--- src/sv/rycg_pkg.sv ---
// Shared types, fixed-point coefficients and saturation helpers for the
// RGB / YCbCr / gray converter pipeline. No dependencies.
package rycg_pkg;

  localparam int COEF_FRAC_BITS = 14;

  // Widths of the intermediate values, all derived from the fraction width.
  localparam int KW  = COEF_FRAC_BITS + 2;       // signed coefficient
  localparam int PW  = COEF_FRAC_BITS + 8;       // unsigned luma product
  localparam int SPW = COEF_FRAC_BITS + 10;      // signed chroma product
  localparam int YW  = COEF_FRAC_BITS + 10;      // luma sum in Q.F
  localparam int CW  = COEF_FRAC_BITS + 11;      // signed channel in Q.F
  localparam int DW  = 2 * COEF_FRAC_BITS + 13;  // signed chroma in Q.2F

  // Coefficients in millionths, rounded half up to Q.F.
  localparam longint K_YR_L  = ((longint'(299000)  << COEF_FRAC_BITS) + 500000) / 1000000;
  localparam longint K_YG_L  = ((longint'(587000)  << COEF_FRAC_BITS) + 500000) / 1000000;
  localparam longint K_YB_L  = ((longint'(114000)  << COEF_FRAC_BITS) + 500000) / 1000000;
  localparam longint K_CB_L  = ((longint'(564334)  << COEF_FRAC_BITS) + 500000) / 1000000;
  localparam longint K_CR_L  = ((longint'(713267)  << COEF_FRAC_BITS) + 500000) / 1000000;
  localparam longint K_RCR_L = ((longint'(1402000) << COEF_FRAC_BITS) + 500000) / 1000000;
  localparam longint K_GCB_L = ((longint'(344140)  << COEF_FRAC_BITS) + 500000) / 1000000;
  localparam longint K_GCR_L = ((longint'(714140)  << COEF_FRAC_BITS) + 500000) / 1000000;
  localparam longint K_BCB_L = ((longint'(1772000) << COEF_FRAC_BITS) + 500000) / 1000000;

  localparam logic [KW-1:0] K_YR = KW'(K_YR_L);
  localparam logic [KW-1:0] K_YG = KW'(K_YG_L);
  localparam logic [KW-1:0] K_YB = KW'(K_YB_L);
  localparam logic signed [KW-1:0] K_CB  = KW'(K_CB_L);
  localparam logic signed [KW-1:0] K_CR  = KW'(K_CR_L);
  localparam logic signed [KW-1:0] K_RCR = KW'(K_RCR_L);
  localparam logic signed [KW-1:0] K_GCB = KW'(K_GCB_L);
  localparam logic signed [KW-1:0] K_GCR = KW'(K_GCR_L);
  localparam logic signed [KW-1:0] K_BCB = KW'(K_BCB_L);

  // Chroma offset of 128 in Q.2F.
  localparam logic signed [DW:0] HALF_Q2 = (DW + 1)'(128) << (2 * COEF_FRAC_BITS);

  // floor(s / 3) for s up to 765 as a multiply by a reciprocal.
  localparam logic [10:0] DIV3_MUL   = 11'd683;
  localparam int          DIV3_SHIFT = 11;

  localparam logic [1:0] ADDR_MODE = 2'd0;

  typedef enum logic [1:0] {
    MODE_RGB2YCC   = 2'd0,
    MODE_YCC2RGB   = 2'd1,
    MODE_GRAY_MEAN = 2'd2,
    MODE_GRAY_LUMA = 2'd3
  } mode_e;

  typedef struct packed {
    mode_e                  mode;
    logic [7:0]             a;
    logic [7:0]             c;
    logic [PW-1:0]          p_yr;
    logic [PW-1:0]          p_yg;
    logic [PW-1:0]          p_yb;
    logic signed [SPW-1:0]  p_rcr;
    logic signed [SPW-1:0]  p_gcb;
    logic signed [SPW-1:0]  p_gcr;
    logic signed [SPW-1:0]  p_bcb;
    logic [9:0]             sum3;
  } prod_t;

  typedef struct packed {
    mode_e                 mode;
    logic [7:0]            a;
    logic [7:0]            c;
    logic [YW-1:0]         yq;
    logic signed [CW-1:0]  r;
    logic signed [CW-1:0]  g;
    logic signed [CW-1:0]  b;
    logic [7:0]            mean8;
  } sum_t;

  typedef struct packed {
    mode_e                 mode;
    logic [7:0]            y8;
    logic [7:0]            r8;
    logic [7:0]            g8;
    logic [7:0]            b8;
    logic [7:0]            mean8;
    logic signed [DW-1:0]  pcb;
    logic signed [DW-1:0]  pcr;
  } chr_t;

  // Unsigned luma in Q.F, floored and saturated to 255.
  function automatic logic [7:0] sat_u(input logic [YW-1:0] v);
    logic [YW-1:0] u;
    u = v >> COEF_FRAC_BITS;
    return (u > YW'(255)) ? 8'd255 : u[7:0];
  endfunction

  // Signed channel in Q.F: negative gives 0, else floored and saturated.
  function automatic logic [7:0] sat_q1(input logic signed [CW-1:0] v);
    logic [CW-1:0] u;
    u = unsigned'(v) >> COEF_FRAC_BITS;
    if (v <= 0) begin
      return 8'd0;
    end
    return (u > CW'(255)) ? 8'd255 : u[7:0];
  endfunction

  // Chroma in Q.2F with the offset of 128 added, then clamped to 0..255.
  function automatic logic [7:0] sat_q2(input logic signed [DW-1:0] p);
    logic signed [DW:0] v;
    logic [DW:0]        u;
    v = (DW + 1)'(p) + HALF_Q2;
    u = unsigned'(v) >> (2 * COEF_FRAC_BITS);
    if (v <= 0) begin
      return 8'd0;
    end
    return (u > (DW + 1)'(255)) ? 8'd255 : u[7:0];
  endfunction

endpackage

--- src/sv/rycg_prod.sv ---
// First pipeline stage: the coefficient products and the three-channel sum.
// Depends on rycg_pkg.
module rycg_prod (
  input  logic                 clk_i,
  input  logic                 rst_ni,
  input  logic                 valid_i,
  output logic                 ready_o,
  input  rycg_pkg::mode_e      mode_i,
  input  logic [7:0]           a_i,
  input  logic [7:0]           b_i,
  input  logic [7:0]           c_i,
  output logic                 valid_o,
  input  logic                 ready_i,
  output rycg_pkg::prod_t      data_o
);

  logic                valid_q;
  rycg_pkg::prod_t     data_d, data_q;
  logic signed [8:0]   db, dc;

  assign ready_o = ~valid_q | ready_i;

  always_comb begin
    db = $signed({1'b0, b_i}) - 9'sd128;
    dc = $signed({1'b0, c_i}) - 9'sd128;
    data_d.mode  = mode_i;
    data_d.a     = a_i;
    data_d.c     = c_i;
    data_d.p_yr  = rycg_pkg::PW'(a_i) * rycg_pkg::PW'(rycg_pkg::K_YR);
    data_d.p_yg  = rycg_pkg::PW'(b_i) * rycg_pkg::PW'(rycg_pkg::K_YG);
    data_d.p_yb  = rycg_pkg::PW'(c_i) * rycg_pkg::PW'(rycg_pkg::K_YB);
    data_d.p_rcr = rycg_pkg::SPW'(dc) * rycg_pkg::SPW'(rycg_pkg::K_RCR);
    data_d.p_gcb = rycg_pkg::SPW'(db) * rycg_pkg::SPW'(rycg_pkg::K_GCB);
    data_d.p_gcr = rycg_pkg::SPW'(dc) * rycg_pkg::SPW'(rycg_pkg::K_GCR);
    data_d.p_bcb = rycg_pkg::SPW'(db) * rycg_pkg::SPW'(rycg_pkg::K_BCB);
    data_d.sum3  = 10'(a_i) + 10'(b_i) + 10'(c_i);
  end

  always_ff @(posedge clk_i or negedge rst_ni) begin
    if (!rst_ni) begin
      valid_q <= 1'b0;
    end else if (ready_o) begin
      valid_q <= valid_i;
    end
  end

  always_ff @(posedge clk_i) begin
    if (valid_i && ready_o) begin
      data_q <= data_d;
    end
  end

  assign valid_o = valid_q;
  assign data_o  = data_q;

endmodule

--- src/sv/rycg_sum.sv ---
// Second pipeline stage: luma sum, inverse-transform channel sums and the
// gray mean by reciprocal multiply. Depends on rycg_pkg.
module rycg_sum (
  input  logic             clk_i,
  input  logic             rst_ni,
  input  logic             valid_i,
  output logic             ready_o,
  input  rycg_pkg::prod_t  data_i,
  output logic             valid_o,
  input  logic             ready_i,
  output rycg_pkg::sum_t   data_o
);

  logic                                valid_q;
  rycg_pkg::sum_t                      data_d, data_q;
  logic signed [rycg_pkg::CW-1:0]      cq;
  logic [20:0]                         mean_prod;

  assign ready_o = ~valid_q | ready_i;

  always_comb begin
    cq = $signed({3'b000, data_i.a, {rycg_pkg::COEF_FRAC_BITS{1'b0}}});
    mean_prod = 21'(data_i.sum3) * 21'(rycg_pkg::DIV3_MUL);
    data_d.mode  = data_i.mode;
    data_d.a     = data_i.a;
    data_d.c     = data_i.c;
    data_d.yq    = rycg_pkg::YW'(data_i.p_yr) + rycg_pkg::YW'(data_i.p_yg)
                 + rycg_pkg::YW'(data_i.p_yb);
    data_d.r     = cq + rycg_pkg::CW'(data_i.p_rcr);
    data_d.g     = cq - rycg_pkg::CW'(data_i.p_gcb) - rycg_pkg::CW'(data_i.p_gcr);
    data_d.b     = cq + rycg_pkg::CW'(data_i.p_bcb);
    data_d.mean8 = mean_prod[rycg_pkg::DIV3_SHIFT +: 8];
  end

  always_ff @(posedge clk_i or negedge rst_ni) begin
    if (!rst_ni) begin
      valid_q <= 1'b0;
    end else if (ready_o) begin
      valid_q <= valid_i;
    end
  end

  always_ff @(posedge clk_i) begin
    if (valid_i && ready_o) begin
      data_q <= data_d;
    end
  end

  assign valid_o = valid_q;
  assign data_o  = data_q;

endmodule

--- src/sv/rycg_chroma.sv ---
// Third pipeline stage: chroma products from the luma difference and
// saturation of the luma and inverse-transform channels. Depends on rycg_pkg.
module rycg_chroma (
  input  logic             clk_i,
  input  logic             rst_ni,
  input  logic             valid_i,
  output logic             ready_o,
  input  rycg_pkg::sum_t   data_i,
  output logic             valid_o,
  input  logic             ready_i,
  output rycg_pkg::chr_t   data_o
);

  logic                            valid_q;
  rycg_pkg::chr_t                  data_d, data_q;
  logic signed [rycg_pkg::CW-1:0]  dcb, dcr;

  assign ready_o = ~valid_q | ready_i;

  always_comb begin
    // Blue and red scaled to Q.F, minus the exact luma.
    dcb = $signed({3'b000, data_i.c, {rycg_pkg::COEF_FRAC_BITS{1'b0}}})
        - $signed({1'b0, data_i.yq});
    dcr = $signed({3'b000, data_i.a, {rycg_pkg::COEF_FRAC_BITS{1'b0}}})
        - $signed({1'b0, data_i.yq});
    data_d.mode  = data_i.mode;
    data_d.y8    = rycg_pkg::sat_u(data_i.yq);
    data_d.r8    = rycg_pkg::sat_q1(data_i.r);
    data_d.g8    = rycg_pkg::sat_q1(data_i.g);
    data_d.b8    = rycg_pkg::sat_q1(data_i.b);
    data_d.mean8 = data_i.mean8;
    data_d.pcb   = rycg_pkg::DW'(dcb) * rycg_pkg::DW'(rycg_pkg::K_CB);
    data_d.pcr   = rycg_pkg::DW'(dcr) * rycg_pkg::DW'(rycg_pkg::K_CR);
  end

  always_ff @(posedge clk_i or negedge rst_ni) begin
    if (!rst_ni) begin
      valid_q <= 1'b0;
    end else if (ready_o) begin
      valid_q <= valid_i;
    end
  end

  always_ff @(posedge clk_i) begin
    if (valid_i && ready_o) begin
      data_q <= data_d;
    end
  end

  assign valid_o = valid_q;
  assign data_o  = data_q;

endmodule

--- src/sv/rgb_ycbcr_gray_converter.sv ---
// Top level of the colour converter: APB mode register, three arithmetic
// stages and the output register. Depends on rycg_pkg, rycg_prod, rycg_sum
// and rycg_chroma.
// An accepted input passes the product, sum, chroma and output registers.
// Throughput: one pixel per cycle unless the output stalls; each of the four
// stages holds one pixel and advances whenever the stage after it is empty or
// moving. Reset clears every stage's valid bit and sets mode to RGB to YCbCr.
module rgb_ycbcr_gray_converter (
  input  logic        clk_i,
  input  logic        rst_ni,
  input  logic        s_axis_tvalid,
  output logic        s_axis_tready,
  // chan_first_in [7:0], chan_second_in [15:8], chan_third_in [23:16]
  input  logic [23:0] s_axis_tdata,
  output logic        m_axis_tvalid,
  input  logic        m_axis_tready,
  // chan_first_out [7:0], chan_second_out [15:8], chan_third_out [23:16]
  output logic [23:0] m_axis_tdata,
  input  logic        psel,
  input  logic        penable,
  input  logic        pwrite,
  input  logic [1:0]  paddr,
  input  logic [31:0] pwdata,
  output logic [31:0] prdata,
  output logic        pready
);

  rycg_pkg::mode_e  mode_q;
  logic             prod_valid, prod_ready;
  logic             sum_valid, sum_ready;
  logic             chr_valid, chr_ready;
  rycg_pkg::prod_t  prod_data;
  rycg_pkg::sum_t   sum_data;
  rycg_pkg::chr_t   chr_data;
  logic             out_valid_q;
  logic [23:0]      out_data_d, out_data_q;
  logic [7:0]       cb8, cr8;

  assign pready = 1'b1;
  assign prdata = {30'd0, mode_q};

  always_ff @(posedge clk_i or negedge rst_ni) begin
    if (!rst_ni) begin
      mode_q <= rycg_pkg::MODE_RGB2YCC;
    end else if (psel && penable && pwrite && paddr == rycg_pkg::ADDR_MODE) begin
      mode_q <= rycg_pkg::mode_e'(pwdata[1:0]);
    end
  end

  rycg_prod u_prod (
    .clk_i   (clk_i),
    .rst_ni  (rst_ni),
    .valid_i (s_axis_tvalid),
    .ready_o (s_axis_tready),
    .mode_i  (mode_q),
    .a_i     (s_axis_tdata[7:0]),
    .b_i     (s_axis_tdata[15:8]),
    .c_i     (s_axis_tdata[23:16]),
    .valid_o (prod_valid),
    .ready_i (prod_ready),
    .data_o  (prod_data)
  );

  rycg_sum u_sum (
    .clk_i   (clk_i),
    .rst_ni  (rst_ni),
    .valid_i (prod_valid),
    .ready_o (prod_ready),
    .data_i  (prod_data),
    .valid_o (sum_valid),
    .ready_i (sum_ready),
    .data_o  (sum_data)
  );

  rycg_chroma u_chroma (
    .clk_i   (clk_i),
    .rst_ni  (rst_ni),
    .valid_i (sum_valid),
    .ready_o (sum_ready),
    .data_i  (sum_data),
    .valid_o (chr_valid),
    .ready_i (chr_ready),
    .data_o  (chr_data)
  );

  // Final stage: chroma offset and clamp, then selection by mode.
  assign chr_ready = ~out_valid_q | m_axis_tready;

  always_comb begin
    cb8 = rycg_pkg::sat_q2(chr_data.pcb);
    cr8 = rycg_pkg::sat_q2(chr_data.pcr);
    case (chr_data.mode)
      rycg_pkg::MODE_RGB2YCC:   out_data_d = {cr8, cb8, chr_data.y8};
      rycg_pkg::MODE_YCC2RGB:   out_data_d = {chr_data.b8, chr_data.g8, chr_data.r8};
      rycg_pkg::MODE_GRAY_MEAN: out_data_d = {3{chr_data.mean8}};
      rycg_pkg::MODE_GRAY_LUMA: out_data_d = {3{chr_data.y8}};
      default:                  out_data_d = {3{chr_data.y8}};
    endcase
  end

  always_ff @(posedge clk_i or negedge rst_ni) begin
    if (!rst_ni) begin
      out_valid_q <= 1'b0;
    end else if (chr_ready) begin
      out_valid_q <= chr_valid;
    end
  end

  always_ff @(posedge clk_i) begin
    if (chr_valid && chr_ready) begin
      out_data_q <= out_data_d;
    end
  end

  assign m_axis_tvalid = out_valid_q;
  assign m_axis_tdata  = out_data_q;

endmodule

--- config.mk ---
export PLATFORM = sky130hd
export DESIGN_NAME = rgb_ycbcr_gray_converter
export DESIGN_NICKNAME = d
export VERILOG_FILES = /design/src/sv/rycg_pkg.sv /design/src/sv/rycg_prod.sv /design/src/sv/rycg_sum.sv /design/src/sv/rycg_chroma.sv /design/src/sv/rgb_ycbcr_gray_converter.sv
export SDC_FILE = /design/constraint.sdc
export NUM_CORES = 2
export LEC_CHECK = 0
export BUFFER_PORTS_ARGS = -buffer_cell sky130_fd_sc_hd__buf_4
export CAP_MARGIN = 20
export CORE_MARGIN = 2
export CORE_UTILIZATION = 55
export CTS_CLUSTER_SIZE = 16
export DETAILED_ROUTE_END_ITERATION = 10
export PLACE_DENSITY = 0.78
export SLEW_MARGIN = 20
export SYNTH_ARGS = -nofsm -noshare
export SYNTH_HDL_FRONTEND = slang
export SYNTH_SLANG_ARGS = --single-unit
--- constraint.sdc ---
create_clock -name clk_i -period 9.75 [get_ports clk_i]
set_input_delay 2.925 -clock clk_i [delete_from_list [all_inputs] [get_ports clk_i]]
set_output_delay 2.925 -clock clk_i [all_outputs]
set_load 0.02 [all_outputs]
==> key figures <==
Run status
  – Status: complete, no violations

Route
  – DRT Wirelength: slightly below 100 mm
  – Vias/cell: 5.461
  – Initial DRC count: 1779
  – DR DRC count: 0
  – Antenna-violating nets left: 0
  – Vias: slightly below 30k
  – DR WL/cell: between 15 and 20 um
  – TritonRoute pass-1 iters: 5

STA
  – RSZ-0062 raised after global routing: false
  – Final setup viols: 0
  – Total negative setup slack: 0 ns
  – Setup WS post-layout: 0.9756 ns
  – F_max: 0.1140 GHz
  – Max_slew headroom: 23.23%
  – Skew final: 0.03538 ns
  – Minimum clock period: 8.774 ns
  – Final Hold Vio Count: 0
  – Period utilization: 89.99%
  – Max-slew violations: 0
  – Least-Margin Pin Slew: 1.143 ns

Clock network
  – CTS sink cnt: 430
  – Cts repair resizes: 0
  – Worst-path clk slew: 0.06 ns
  – Clk buf depth: 3
  – Num CTS Buffers: 50
  – Post-CTS setup buffers: 0
  – CTS tree: yes
  – Hold_buf cts: 0
  – H-Tree Depth: 2
  – Worst-Skew Late Latency: 0.61 ns
  – Root buffer cell: clkbuf_16

Floorplan
  – Chip width: 290.6 um
  – Site row count: 105
  – Io pins: 124
  – Die area: roughly 0.084 sq mm
  – Initial core utilization: 55.30%
  – Core area: 0.08172 sq mm
  – Die Y: 290.6 um

Synthesis
  – Yosys warns: 0
  – Area leader, netlist: edfxtp_1
  – Seq/Total Area, Yosys: 28.51%
  – Seq cells post-synth: 430
  – Largest cells by area after synthesis: edfxtp_1 28%, ha_1 22%, fa_1 18%, inv_1 7.6%, xnor2_1 4.4%
  – Post-synth ARST share: between 1 and 1.5%
  – Per-instance average area after synthesis: 10.68 sq um
  – Post-Syn Area: approximately 0.045 sq mm
  – Count leader, synth: inv_1
  – Post-synth EDFFs: about 420
  – Post-Synthesis Cells: 4232
  – Post-synth top flop: edfxtp_1
  – Cell variety after synth: 87
  – Synth top cells by count: 919 x inv_1, 798 x ha_1, 424 x edfxtp_1
  – Synth top area share: between 20% and 30%

Placed design
  – PortBufs: 62
  – DP HPWL: 81.05 mm
  – Pre-CTS setup slack: 1.122 ns
  – GPL Wtd Cong: 0.9548

Setup path
  – WP data required: 10.10 ns
  – CP Max Fanout: 14
  – Kind of start point of the critical path: flip-flop
  – Crit-path max cell delay: 0.59 ns
  – Setup CP Type: reg2reg
  – Slowest CP cell: or4_4
  – CP bufs+invs: 6
  – Worst Path Arrival: 9.12 ns
  – Cell family with most CP delay: adder cells
  – CP endpoint kind: flip-flop

Cells and area
  – Multi-input gate area: 0.02863 sq mm
  – Nets: 5624
  – Area grow syn2layout: 7.847%
  – Filler cells: between 6k and 7k
  – Inserted Diodes: 0
  – Register area: 0.01288 sq mm
  – Layout cell share with drive strength beyond 1: under 10%

GRT
  – First-pass GRT wire length: 160.6 mm
  – Initial antenna violation count: 0
  – Largest net degree at the start of global routing: 78
  – Global route overflow: 0
  – Number of global-route vias before repair: 30.89k
  – Total global-route track usage: 23.94%

Job
  – Max_cap viols: 0

Worst hold path
  – Worst hold path type: reg2reg
==> final cells by class <==
type / count / share of cell area [%]
multi-input combinational: 2854 / 58.74
clock inverter: 28 / 0.7472
timing repair buffer: 95 / 1.463
inverter: 920 / 7.092
sequential: 430 / 26.44
tap: 1070 / 2.747
clock buffer: 63 / 2.773
==> logic make-up after synthesis <==
kind of cell / share of synthesized area (%)
fa+ha+maj: 40.26
buf+inv: 8.451
compound gates: 9.608
simple gates: 6.875
flops: 28.51
xor+xnor: 6.203
mux: 0.07476
other cells: 0.01662
==> cell usage in the layout (no fill, tap or decap), types with 72 or more instances in the layout <==
cell and n:
xnor2_1 228, nand2_1 106, a21oi_1 210, edfxtp_1 424
fa_1 410, o21ai_0 130, inv_1 919, nor2_1 175
xor2_1 87, buf_4 95, a21o_1 72, ha_1 798
==> through the flow <==
| stage | instances | util (%) | hold slack [ns] | cell area (sq um) |
|---|---|---|---|---|
| 2_1_floorplan | 4263 | - | 0.4003 | 45310 |
| 3_3_place_gp | 5369 | 57.54 | 0.4007 | 47020 |
| 3_5_place_dp | 5369 | 57.54 | 0.4045 | 47020 |
| 4_1_cts | 5460 | 59.64 | 0.4141 | 48730 |
| 5_1_grt | 5460 | 59.64 | 0.4209 | 48730 |
| 6_report | 5460 | 59.64 | 0.4129 | 48730 |
==> path summary, 6_finish.rpt <==
| kind | startpoint | cells after the start | slack (ns) | end |
|---|---|---|---|---|
| max | u_sum.data_o[83] | 32 | 0.98 | u_chroma.data_o[39] |
| min | u_prod.data_o[20] | 0 | 0.41 | u_sum.data_o[18] |
| max reg2reg | u_sum.data_o[83] | 32 | 0.98 | u_chroma.data_o[39] |
| min reg2reg | u_prod.data_o[20] | 0 | 0.41 | u_sum.data_o[18] |
| max in group asynchronous | rst_ni | 1 | 7.51 | u_chroma.valid_o |
| min in group asynchronous | rst_ni | 1 | 2.11 | mode_q[0] |
==> layer usage <==
metal | vias to the layer above | track usage, % | part of all wire, %
met5 | - | 0 | 0
met4 | 0 | 8.353 | 3.6
met3 | 175 | 2.654 | 4.7
met2 | 707 | 42.27 | 50
met1 | 14490 | 30.52 | 42
li1 | 14450 | - | -
==> flip-flops by register name, summed over array words and instances, names as in the netlist <==
register	count
u_prod.valid_o	1
u_chroma.valid_o	1
m_axis_tvalid	1
u_chroma.data_o	118
u_prod.data_o	165
u_sum.valid_o	1
mode_q	2
u_sum.data_o	117
m_axis_tdata	24
Power is left out: the tool's default activity adds up to more than one toggle a clock period on the data nets, which glitch-free logic cannot reach.
